===== config.mk =====
export PLATFORM = sky130hd
export DESIGN_NAME = sno_front
export DESIGN_NICKNAME = d
export VERILOG_FILES = /design/src/rtl/sno_pkg.sv /design/src/rtl/sno_front.sv
export SDC_FILE = /design/constraint.sdc
export NUM_CORES = 1
export LEC_CHECK = 0
export ABC_AREA = 1
export BUFFER_PORTS_ARGS = -buffer_cell sky130_fd_sc_hd__buf_4
export CAP_MARGIN = 20
export CORE_MARGIN = 4
export CORE_UTILIZATION = 55
export DETAILED_ROUTE_END_ITERATION = 10
export HOLD_SLACK_MARGIN = 0.06
export PLACE_DENSITY = 0.77
export SYNTH_ARGS = -nofsm -noshare
export SYNTH_HDL_FRONTEND = slang
export SYNTH_SLANG_ARGS = --single-unit

===== constraint.sdc =====
create_clock -name clk -period 5.3 [get_ports clk]
set_clock_uncertainty 0.2 [all_clocks]
set_input_delay 0.265 -clock clk [delete_from_list [all_inputs] [get_ports clk]]
set_output_delay 0.265 -clock clk [all_outputs]
set_load 0.05 [all_outputs]

===== src/rtl/sno_pkg.sv =====
// Shared types, constants and gradient helpers for the octave simplex noise block.
package sno_pkg;

    localparam int PERM_ENTRIES = 256;
    localparam int PERM_W       = 8;
    localparam int PERM_AW      = $clog2(PERM_ENTRIES);
    localparam int MAX_OCTAVES  = 8;
    localparam int OCT_W        = 4;
    localparam int COORD_BITS   = 32;
    localparam int FREQ_W       = 32;
    localparam int AMP_W        = 26;
    localparam int FSTEP_W      = 27;
    localparam int ASTEP_W      = 18;
    localparam int CFG_IDX_W    = 3;
    localparam int CFG_DATA_W   = 32;
    localparam int NOISE_W      = 16;
    localparam int QUEUE_DEPTH  = 4;
    localparam int QUEUE_AW     = $clog2(QUEUE_DEPTH);

    localparam int FX_ONE      = 65536;
    localparam int FX_HALF     = 32768;
    localparam int SKEW_F2     = 23988;
    localparam int UNSKEW_G2   = 13849;
    localparam int NOISE_SCALE = 43;

    localparam logic [FREQ_W-1:0] BASE_FREQ_RESET = 32'd16777216;
    localparam logic [AMP_W-1:0]  BASE_AMP_RESET  = 26'd65536;
    localparam logic [OCT_W-1:0]  OCT_RESET       = 4'd1;
    localparam logic [FSTEP_W-1:0] FSTEP_RESET    = 27'd33554432;
    localparam logic [ASTEP_W-1:0] ASTEP_RESET    = 18'd32768;

    typedef enum logic [CFG_IDX_W-1:0] {
        CFG_BASE_FREQUENCY = 3'd0,
        CFG_BASE_AMPLITUDE = 3'd1,
        CFG_OCTAVE_COUNT   = 3'd2,
        CFG_FREQUENCY_STEP = 3'd3,
        CFG_AMPLITUDE_STEP = 3'd4
    } cfg_reg_t;

    typedef enum logic {
        CMD_LOAD = 1'b0,
        CMD_EVAL = 1'b1
    } cmd_t;

    typedef struct packed {
        cmd_t                          command;
        logic [PERM_W-1:0]             perm_index;
        logic [PERM_W-1:0]             perm_value;
        logic signed [COORD_BITS-1:0]  coord_x;
        logic signed [COORD_BITS-1:0]  coord_z;
    } item_t;

    typedef struct packed {
        logic [FREQ_W-1:0]  base_frequency;
        logic [AMP_W-1:0]   base_amplitude;
        logic [OCT_W-1:0]   octave_count;
        logic [FSTEP_W-1:0] frequency_step;
        logic [ASTEP_W-1:0] amplitude_step;
    } cfg_t;

    // Hash modulo 12: fold the high nibble (16 = 4 mod 12), then three conditional subtracts
    function automatic logic [3:0] mod12(input logic [PERM_W-1:0] h);
        logic [6:0] v;
        v = {1'b0, h[7:4], 2'b00} + {3'b000, h[3:0]};
        if (v >= 7'd48) v = v - 7'd48;
        if (v >= 7'd24) v = v - 7'd24;
        if (v >= 7'd12) v = v - 7'd12;
        return v[3:0];
    endfunction

    // Dot product with one of the twelve gradient directions
    function automatic logic signed [19:0] grad_dot(input logic [3:0] r,
                                                    input logic signed [18:0] dx,
                                                    input logic signed [18:0] dy);
        logic signed [19:0] ex;
        logic signed [19:0] ey;
        logic signed [19:0] dot;
        ex = 20'(dx);
        ey = 20'(dy);
        case (r)
            4'd0:    dot = ex + ey;
            4'd1:    dot = ey - ex;
            4'd2:    dot = ex - ey;
            4'd3:    dot = -ex - ey;
            4'd4:    dot = ex;
            4'd5:    dot = -ex;
            4'd6:    dot = ex;
            4'd7:    dot = -ex;
            4'd8:    dot = ey;
            4'd9:    dot = -ey;
            4'd10:   dot = ey;
            4'd11:   dot = -ey;
            default: dot = '0;
        endcase
        return dot;
    endfunction

endpackage


===== src/rtl/sno_front.sv =====
// Front end: command acceptance and the item queue ahead of the evaluation engine.
module sno_front (
    input  logic            clk,
    input  logic            rst_n,
    input  logic            start,
    output logic            busy,
    input  sno_pkg::item_t  in_item,
    input  logic            pop,
    output logic            head_valid,
    output sno_pkg::item_t  head
);
    import sno_pkg::*;

    item_t               entries_reg [QUEUE_DEPTH];
    logic [QUEUE_AW-1:0] wr_ptr_reg;
    logic [QUEUE_AW-1:0] rd_ptr_reg;
    logic [QUEUE_AW:0]   count_reg;
    logic                push;
    logic                take;

    assign busy       = (count_reg == (QUEUE_AW+1)'(QUEUE_DEPTH));
    assign push       = start && !busy;
    assign head_valid = (count_reg != '0);
    assign take       = pop && head_valid;
    assign head       = entries_reg[rd_ptr_reg];

    always_ff @(posedge clk)
    begin
        if (push)
        begin
            entries_reg[wr_ptr_reg] <= in_item;
        end
    end

    always_ff @(posedge clk or negedge rst_n)
    begin
        if (!rst_n)
        begin
            wr_ptr_reg <= '0;
            rd_ptr_reg <= '0;
            count_reg  <= '0;
        end
        else
        begin
            if (push)
            begin
                wr_ptr_reg <= wr_ptr_reg + 1'b1;
            end
            if (take)
            begin
                rd_ptr_reg <= rd_ptr_reg + 1'b1;
            end
            case ({push, take})
                2'b10:   count_reg <= count_reg + 1'b1;
                2'b01:   count_reg <= count_reg - 1'b1;
                default: count_reg <= count_reg;
            endcase
        end
    end

    a_no_pop_when_empty: assert property (@(posedge clk) disable iff (!rst_n)
        pop |-> head_valid)
        else $error("queue popped while empty");

    a_ptr_gap_matches_count: assert property (@(posedge clk) disable iff (!rst_n)
        (count_reg != (QUEUE_AW+1)'(QUEUE_DEPTH)) |->
            (QUEUE_AW'(wr_ptr_reg - rd_ptr_reg) == count_reg[QUEUE_AW-1:0]))
        else $error("queue pointers disagree with fill count");

endmodule


==> impl_metrics.csv, run 1 <==
group,metric,value,unit
status,status,"finished, final reports clean",
layout,fillers,1619,
synth,postSynthAreaPerCell,13.7,sq um
sta,tns,0,ns
layout,drive_gt1_share,26.4,%
synth,syn-cell-area,13800,sq um
floorplanning,dieArea,27600,sq um
synth,synth_seq_cells,331,
clock_network,cts_tree,"yes",
synth,synth_seq_area_share,71.9,%
critical_path,start_kind,"flop",
floorplanning,core-area,24500,sq um
placed_design,gp_congestion,0.725,
critical_path,crit_path_frequent_cell,"buf_4",
clock_network,h-tree-depth,2,
global_routing,antenna_found_initial,1,
floorplanning,die_h,166,um
floorplanning,dieWidth,166,um
layout,nNetsFinal,1342,
synth,yosys.area_share.xor_xnor,0.0636,%
sta,fin_ws,1.87,ns
global_routing,grt_pass1_vias,8225,
sta,max_freq,292,MHz
critical_path,critPathSlowestCell,"inv_4",
synth,synth_top_family_by_area,"compound AO/OA/AOI/OAI gates",
global_routing,grt_use_total,19.4,%
synth,yosys.area_share.simple,7.52,%
layout,synthToLayoutAreaGrowth,24.7,%
floorplanning,ios,168,
synth,synth_area_leaders,"edfxtp_1, o211ai_2, nand2_1",
critical_path,crit_path_cell_trace,"inv_4 > buf_4 > o211ai_2 > nand2_1 > buf_4",
layout,largest_reg_flops,324,
global_routing,grt_pass1_wl,43.2,mm
critical_path,criticalPathCategory,"reg2out",
clock_network,path_clk_slew,0.06,ns
routing,wl_per_cell,16.8,um
global_routing,overflow,0,
critical_path,cp_data_required_time,4.84,ns
routing,via_count,8177,
pwr,peakVddDrop,0.588,mV
sta,tightest_slew,1.06,ns
sta,finalHoldViolCount,0,
clock_network,cts_root_buffer,"clkbuf_16",
routing,postRouteAntennaNets,0,
run,maxCapViolCount,0,
synth,yosysWarnings,0,
sta,finalCriticalPeriod,3.43,ns
floorplanning,initial_utilization,56.3,%
synth,synthDistinctLibCells,19,
routing,drc,0,
sta,maxSlewViolCount,0,
pwr,power,10800,uW
sta,setup_violations,0,
synth,post-synth-top-area-fraction,70.6,%
routing,avgViaCountPerCell,5.11,
critical_path,cp_max_fo,66,
synth,synth-compound-area-share,12.5,%
clock_network,cts_made_buffers,34,
synth,syn_nets,1096,
routing,drtIter0Drc,554,
clock_network,cts.sinks,331,
hold_path,hold_class,"reg2reg",
synth,synthAdderAreaFrac,0.600,%
synth,syn_inst,1005,
clock_network,cts_max_path_buffers,3,
global_routing,grt_max_degree,156,
pwr,powerDensity,627,nW/um^2
critical_path,end_kind,"primary output",
placed_design,pre_cts_slack,2.39,ns
placed_design,place_hpwl,14.9,mm
sta,fin_crit_sh,64.7,%
floorplanning,fp-row-count,57,
layout,fin_util,70.2,%
sta,hold_ws,0.289,ns
clock_network,clock_latency,0.50,ns
placed_design,numPortBuffers,167,
routing,wl,26.8,mm
critical_path,crit_arrival,2.97,ns
routing,dr.pass1.iters,5,
pwr,total_leakage_power,0.00700,uW
critical_path,slowest_delay,0.78,ns
sta,relSlewSlack,29.5,%
sta,rsz0062_at_grt,"false",
synth,synth.area.mux_share,0,%
clock_network,post-cts-setup-buffers,0,
synth,yosysTopAreaCell,"edfxtp_1",
synth_stat cells (all sizes together):
library cell  number
nand2            261
nand4              1
buf               36
dfrtp              7
clkbuf            17
inv              178
nor2               4
fa                 1
o21ai              1
xnor2              1
nand3              7
edfxtp           324
o211ai           162
ha                 5
placed cells by master, fill, tap and decap left out, types with 2 or more instances in the layout:
master,netlist,routed
edfxtp_1,324,324
nand2_1,261,261
buf_4,0,176
inv_1,172,172
o211ai_2,99,99
dlygate4sd3_1,0,85
o211ai_1,63,63
clkbuf_16,0,37
clkbuf_1,17,8
nand3_1,7,7
clkinv_2,0,6
dfrtp_1,7,6
ha_1,5,5
inv_2,6,4
nor2_4,0,4
clkinvlp_4,0,4
clkinv_1,0,3
diode_2,0,2
bufinv_16,0,2
buf_12,0,2
worst max-delay path, delay by kind of cell, from the launching register on:
kind / cells / cell delay (ns)
AOI/OAI and AO/OA: 1 / 0.14
buffers and inverters: 3 / 1.42
DFF: 1 / 0.71
and+or+nand+nor: 1 / 0.10
power breakdown:
group / switching [uW] / internal [uW] / leakage (uW)
clock network: 931 / 1370 / 0.000522
logic: 3490 / 1330 / 0.00343
registers: 196 / 3450 / 0.00305
total: 4610 / 6150 / 0.00700
cell type report:
cell class                      instances  area (sq um)  share of cell area, %
Antenna cell                            2          5.00                 0.0291
Clock buffer                           45           956                   5.57
Clock inverter                         15           131                  0.765
Inverter                              178           678                   3.95
Multi-Input combinational cell        443          2870                   16.7
Sequential cell                       331          9910                   57.7
Tap cell                              324           405                   2.36
Timing Repair Buffer                  263          2210                   12.9
worst paths after layout:
path                                      startpoint                      endpoint  slack, ns  depth (start not counted)
setup / recovery           rd_ptr_reg[1]$_DFFE_PN0P_                      head[13]       1.87                          5
hold / removal              count_reg[0]$_DFFE_PN0P_      count_reg[0]$_DFFE_PN0P_       0.29                          1
setup reg to reg            count_reg[0]$_DFFE_PN0P_  entries_reg[2][49]$_DFFE_PP_       2.50                          5
hold reg to reg             count_reg[0]$_DFFE_PN0P_      count_reg[0]$_DFFE_PN0P_       0.29                          1
max in group asynchronous                      rst_n     rd_ptr_reg[1]$_DFFE_PN0P_       4.07                          3
min in group asynchronous                      rst_n     rd_ptr_reg[0]$_DFFE_PN0P_       0.54                          3
layer usage:
metal | up-vias | part of all wire (%) | routed length, um | global-route usage, %
li1 | 3986 | - | - | -
met1 | 3924 | 41 | 10900 | 24.0
met5 | - | 0 | 0 | 0
met4 | 0 | 2.3 | 627 | 5.41
met2 | 222 | 51 | 13700 | 34.4
met3 | 45 | 5.9 | 1570 | 4.50
repair_timing:
action	4_1_cts	5_1_grt
hold endpoints to repair	335	0
resized for setup	0	0
hold buffers	85	0
cells by family (layout without fill, tap and decap cells):
| logic type | count (synthesis) | after routing |
|---|---|---|
| fa+ha+maj | 6 | 6 |
| compound gates | 163 | 163 |
| buf+inv | 231 | 501 |
| other cells | 0 | 2 |
| xor+xnor | 1 | 1 |
| flops | 331 | 331 |
| simple gates | 273 | 273 |
per-stage QoR:
stage          cells  instance area [sq um]
2_1_floorplan   1005                  13800
3_3_place_gp    1454                  15200
3_5_place_dp    1454                  15200
4_1_cts         1599                  17200
5_1_grt         1600                  17200
6_report        1601                  17200
Note: power is estimated with default switching activity, not from simulation.
==> run 2, diff against run 1 <==
CORE_UTILIZATION = 52   (was 55)
PLACE_DENSITY = 0.76   (was 0.77)
clock period = 2.9 ns   (was 5.3 ns; I/O delays follow)
==> impl_metrics.csv, run 2 (synthesis gave the netlist of run 1 again) <==
group,metric,value,unit
floorplanning,ios,168,
clock_network,cts_tree,"yes",
critical_path,crit_path_frequent_cell,"buf_4",
layout,final_common_cell,"edfxtp_1",
sta,hold_ws,0.193,ns
clock_network,post-cts-setup-buffers,0,
global_routing,overflow,0,
routing,via_count,8226,
sta,rsz0062_at_grt,"false",
clock_network,path_clk_slew,0.06,ns
routing,wl_per_cell,16.7,um
pwr,peakVddDrop,1.08,mV
sta,setup_violations,0,
global_routing,antenna_found_initial,2,
global_routing,grt_use_total,18.5,%
sta,finalCriticalPeriod,2.59,ns
sta,max_freq,386,MHz
critical_path,slowest_delay,0.60,ns
critical_path,crit_path_cell_trace,"inv_4 > buf_4 > o211ai_1 > nand2_1 > buf_4",
layout,largest_reg_flops,324,
status,status,"finished, final reports clean",
routing,avgViaCountPerCell,5.07,
routing,drtIter0Drc,559,
floorplanning,dieArea,29200,sq um
sta,relSlewSlack,64.1,%
placed_design,gp_congestion,0.759,
layout,regArea,9910,sq um
hold_path,holdPathEnd,"entries_reg[0][67]$_DFFE_PP_",
layout,synthToLayoutAreaGrowth,25.3,%
placed_design,place_hpwl,16.2,mm
layout,design_area,17300,sq um
sta,maxSlewViolCount,0,
routing,postRouteAntennaNets,0,
critical_path,crit_buf_inv,3,
floorplanning,die_h,171,um
critical_path,r2r-end,"count_reg[2]$_DFFE_PN0P_",
critical_path,end_kind,"primary output",
global_routing,grt_pass1_vias,8287,
placed_design,numPortBuffers,167,
critical_path,cp_data_required_time,2.56,ns
clock_network,cts_max_path_buffers,3,
clock_network,h-tree-depth,2,
critical_path,reg2reg_depth,10,
hold_path,holdPathStages,2,
sta,fin_crit_sh,89.3,%
critical_path,crit_arrival,2.25,ns
floorplanning,dieWidth,171,um
critical_path,crit_family,"buffers and inverters",
critical_path,cp_max_fo,22,
clock_network,cts_made_buffers,34,
global_routing,grt_max_degree,71,
sta,tns,0,ns
hold_path,hold_class,"in2reg",
global_routing,grt_pass1_wl,42.4,mm
critical_path,critPathSlowestCell,"dfrtp_4",
layout,drive_gt1_share,26.3,%
sta,tightest_slew,0.539,ns
critical_path,rrSetupSlack,0.51,ns
hold_path,hold_start,"in_item[67]",
critical_path,start_kind,"flop",
layout,multi_input_area,2870,sq um
placed_design,place_area,15400,sq um
clock_network,cts_root_buffer,"clkbuf_16",
routing,drc,0,
pwr,powerDensity,1130,nW/um^2
critical_path,criticalPathCategory,"reg2out",
pwr,total_leakage_power,0.00704,uW
clock_network,cts.sinks,331,
layout,layout_common_cells,"edfxtp_1, nand2_1, buf_4",
clock_network,clock_latency,0.48,ns
floorplanning,initial_utilization,52.8,%
sta,finalHoldViolCount,0,
floorplanning,fp-row-count,59,
routing,dr.pass1.iters,5,
floorplanning,core-area,26100,sq um
layout,fillers,1762,
routing,wl,27.1,mm
run,maxCapViolCount,0,
critical_path,r2r_start,"count_reg[0]$_DFFE_PN0P_",
critical_path,startpoint,"rd_ptr_reg[1]$_DFFE_PN0P_",
layout,nNetsFinal,1353,
run 2: cell types whose count changed in the layout (fill, tap and decap cells not counted), sizes merged:
cell | previous run | this run
buf | 178 | 189
bufinv | 2 | 0
clkinv | 9 | 13
clkinvlp | 4 | 0
inv | 178 | 179
run 2: worst max-delay path by stage:
stage,to,slack [ns],cells past startpoint
after floorplan,entries_reg[0][0]$_DFFE_PP_,-0.60,4
after global placement,count_reg[2]$_DFFE_PN0P_,0.64,10
after detailed placement,count_reg[2]$_DFFE_PN0P_,0.53,10
after CTS,head[36],0.26,5
after global routing,head[63],0.18,6
final,head[40],0.31,5
run 2: worst reg2reg max path, stage by stage, from the launching register on:
cell and delay (ns):
dfrtp_1 0.40, inv_2 0.09, nand3_1 0.15, nand2_1 0.41, ha_1 0.25, inv_1 0.08
fa_1 0.40, nand2_1 0.12, nand3_1 0.08, nand2_1 0.06, nand2_1 0.04
run 2: power breakdown:
group,leakage (uW),internal (uW),switching (uW)
logic,0.00351,2600,6510
clock network,0.000475,2210,1630
registers,0.00305,6290,296
run 2: per-layer routing:
| layer | global-route usage (%) | vias to the layer above | share of wire [%] |
|---|---|---|---|
| met2 | 32.6 | 204 | 52 |
| li1 | - | 4020 | - |
| met3 | 3.40 | 52 | 5.2 |
| met1 | 23.6 | 3948 | 41 |
| met4 | 5.73 | 2 | 2.4 |
| met5 | 0 | - | 0.026 |
run 2: per-stage QoR:
stage,worst slack [ns],instances,total power [uW],utilization [%]
finish,0.310,1622,19500,66.2
global route,0.180,1621,20500,66.2
CTS,0.262,1620,19700,66.2
detailed placement,0.525,1476,15800,59.2
global placement,0.643,1476,15600,59.2
floorplan,-0.600,1005,13200,-
run 2: cell type report:
class                      instances  area share [%]
timing repair buffer             274            13.9
inverter                         178            3.93
multi-input combinational        443            16.7
clock inverter                    14           0.355
antenna                            2          0.0290
sequential                       331            57.4
tap                              335            2.43
clock buffer                      45            5.29
run 2: what timing repair did:
action | CTS | global route
hold endpoints to repair | 337 | 0
gates resized for setup | 0 | 0
hold buffers | 85 | 0
==> run 3, diff against run 2 <==
ABC_AREA = unset   (was 1)
CAP_MARGIN = unset   (was 20)
CORE_UTILIZATION = 51   (was 52)
==> impl_metrics.csv, run 3 <==
group,metric,value,unit
synth,syn_inst,460,
global_routing,antenna_found_initial,0,
critical_path,reg2reg_depth,9,
sta,tightest_slew,0.605,ns
global_routing,grt_pass1_wl,35.8,mm
sta,max_freq,377,MHz
synth,post-synth-top-area-fraction,80.3,%
placed_design,place_hpwl,13.9,mm
global_routing,grt_pass1_vias,6283,
sta,tns,0,ns
synth,synth.area.mux_share,15.2,%
synth,synth_seq_cells,331,
floorplanning,dieWidth,162,um
routing,drtIter0Drc,422,
layout,layout_common_cells,"edfxtp_1, buf_4, dlygate4sd3_1",
pwr,p_switching,6670,uW
layout,final_common_cell,"edfxtp_1",
synth,synthAdderAreaFrac,0.681,%
global_routing,overflow,0,
routing,via_count,5757,
synth,synth_top_family_by_area,"multiplexers",
critical_path,cp_max_fo,19,
synth,syn_nets,551,
layout,synthToLayoutAreaGrowth,29.9,%
sta,maxSlewViolCount,0,
synth,yosys.area_share.simple,0.496,%
run,maxCapViolCount,0,
routing,avgViaCountPerCell,5.30,
layout,largest_reg_flops,324,
sta,rsz0062_at_grt,"false",
clock_network,cts_root_buffer,"clkbuf_16",
hold_path,holdPathEnd,"entries_reg[0][71]$_DFFE_PP_",
global_routing,grt_max_degree,51,
pwr,p_sw_share,37.2,%
status,status,"finished, final reports clean",
synth,ys.flop_type,"edfxtp_1",
critical_path,start_kind,"flop",
routing,drc,0,
hold_path,holdPathStages,2,
floorplanning,ios,168,
critical_path,criticalPathCategory,"reg2out",
pwr,seq_power_share,37.7,%
critical_path,r2r-end,"count_reg[2]$_DFFE_PN0P_",
sta,hold_ws,0.201,ns
sta,fin_crit_sh,91.4,%
pwr,total_leakage_power,0.00547,uW
critical_path,rrSetupSlack,0.63,ns
synth,yosysWarnings,0,
synth,synth_seq_area_share,81.7,%
critical_path,end_kind,"primary output",
floorplanning,dieArea,26300,sq um
pwr,peakVddDrop,0.881,mV
clock_network,cts_tree,"yes",
floorplanning,die_h,162,um
synth,synth-async-reset-ratio,2.11,%
critical_path,cp_data_required_time,2.56,ns
synth,synth_edf_count,324,
floorplanning,core-area,23400,sq um
floorplanning,initial_utilization,51.8,%
pwr,comb_power_share,40.4,%
synth,yosys.area_share.xor_xnor,0.434,%
synth,synthDistinctLibCells,20,
placed_design,gp_congestion,0.751,
critical_path,r2r_start,"count_reg[0]$_DFFE_PN0P_",
critical_path,startpoint,"rd_ptr_reg[0]$_DFFE_PN0P_",
critical_path,critPathSlowestCell,"dfrtp_4",
synth,synth-compound-area-share,0.0723,%
clock_network,cts.sinks,331,
clock_network,cts_made_buffers,34,
clock_network,cts_resized,0,
routing,wl,23.2,mm
clock_network,h-tree-depth,2,
placed_design,place_inst,942,
synth,yosysTopAreaCell,"edfxtp_1",
layout,drive_gt1_share,40.9,%
synth,yosysMostFrequentCell,"edfxtp_1",
critical_path,crit_path_frequent_cell,"buf_4",
sta,relSlewSlack,59.7,%
critical_path,crit_arrival,2.31,ns
synth,postSynthAreaPerCell,26.3,sq um
clock_network,clock_latency,0.49,ns
sta,finalHoldViolCount,0,
critical_path,crit_family,"flip-flops",
pwr,p_int,11300,uW
layout,nNetsFinal,835,
clock_network,path_clk_slew,0.06,ns
synth,syn-cell-area,12100,sq um
sta,setup_violations,0,
placed_design,numPortBuffers,167,
hold_path,hold_start,"in_item[71]",
pwr,power_frac_clock,22.0,%
synth,synth_common_cells,"edfxtp_1, mux4_2, buf_2, buf_6, dfrtp_1",
sta,finalCriticalPeriod,2.65,ns
clock_network,hold_buffers,85,
pwr,powerDensity,1140,nW/um^2
routing,postRouteAntennaNets,0,
critical_path,slowest_delay,0.69,ns
clock_network,post-cts-setup-buffers,0,
critical_path,crit_path_cell_trace,"buf_4 > mux4_2 > buf_4",
floorplanning,fp-row-count,56,
critical_path,path_depth,3,
clock_network,cts_max_path_buffers,3,
layout,fillers,1483,
hold_path,hold_class,"in2reg",
routing,wl_per_cell,21.4,um
global_routing,grt_use_total,17.8,%
critical_path,crit_buf_inv,2,
routing,dr.pass1.iters,4,
synth,synth_area_leaders,"edfxtp_1, mux4_2, dfrtp_1",
layout,finalNonFillerCells,1086,
run 3: cell count changes after synthesis, sizes merged, moves of 17 or more:
cell	change
buf	-18
clkbuf	-17
inv	-172
mux4	+81
nand2	-260
o211ai	-162
run 3: kinds of logic after synthesis:
| family | count (synthesis) |
|---|---|
| DFF | 331 |
| muxes | 83 |
| buffers and inverters | 24 |
| and+or+nand+nor | 9 |
| xor gates and xnor gates | 6 |
| adders and majority gates | 6 |
| AOI/OAI and AO/OA | 1 |
run 3: worst register-to-register path: cells and delay by family, from the launching register on:
family / cells / cell delay (ns)
adders and majority gates: 2 / 0.56
xor gates and xnor gates: 2 / 0.31
and+or+nand+nor: 3 / 0.54
DFF: 1 / 0.43
buffers and inverters: 2 / 0.15
run 3: worst max path at each step:
stage,slack [ns],endpoint
after global placement,0.73,head[67]
final,0.25,head[59]
after global routing,0.1,head[59]
after CTS,0.18,head[67]
after floorplan,0.25,count_reg[2]$_DFFE_PN0P_
after detailed placement,0.64,count_reg[2]$_DFFE_PN0P_
run 3: layer usage:
layer | up-vias | global-route usage [%] | wire length [um]
li1 | 2540 | - | -
met1 | 3017 | 23.7 | 9360
met2 | 170 | 30.7 | 12100
met3 | 30 | 3.96 | 1370
met4 | 0 | 4.00 | 362
met5 | - | 0 | 0
run 3: final cells by class:
class / instances / area, sq um / area share [%]
diodes: 1 / 2.50 / 0.0159
repair buffers: 266 / 2330 / 14.8
inverters: 6 / 22.5 / 0.143
multi-input cells: 105 / 2060 / 13.1
clock buffers: 43 / 948 / 6.02
clock inverters: 15 / 67.6 / 0.429
well taps: 319 / 399 / 2.53
flip-flops and latches: 331 / 9910 / 62.9
run 3: power groups by stage:
stage / Clock [uW] / Combinational [uW] / Sequential (uW)
after floorplan: 0 / 5310 / 6580
after global placement: 0 / 7150 / 6780
after detailed placement: 0 / 7220 / 6860
after CTS: 4040 / 7340 / 6770
after global routing: 4260 / 7560 / 6840
final: 3940 / 7230 / 6750
run 3: metrics by stage:
step | util [%] | total power [uW] | setup WS [ns] | cell area [sq um]
finish | 67.3 | 17900 | 0.249 | 15700
global route | 67.3 | 18700 | 0.0977 | 15700
CTS | 67.3 | 18100 | 0.181 | 15700
detailed placement | 59.3 | 14100 | 0.645 | 13900
global placement | 59.3 | 13900 | 0.726 | 13900
floorplan | - | 11900 | 0.251 | 12100
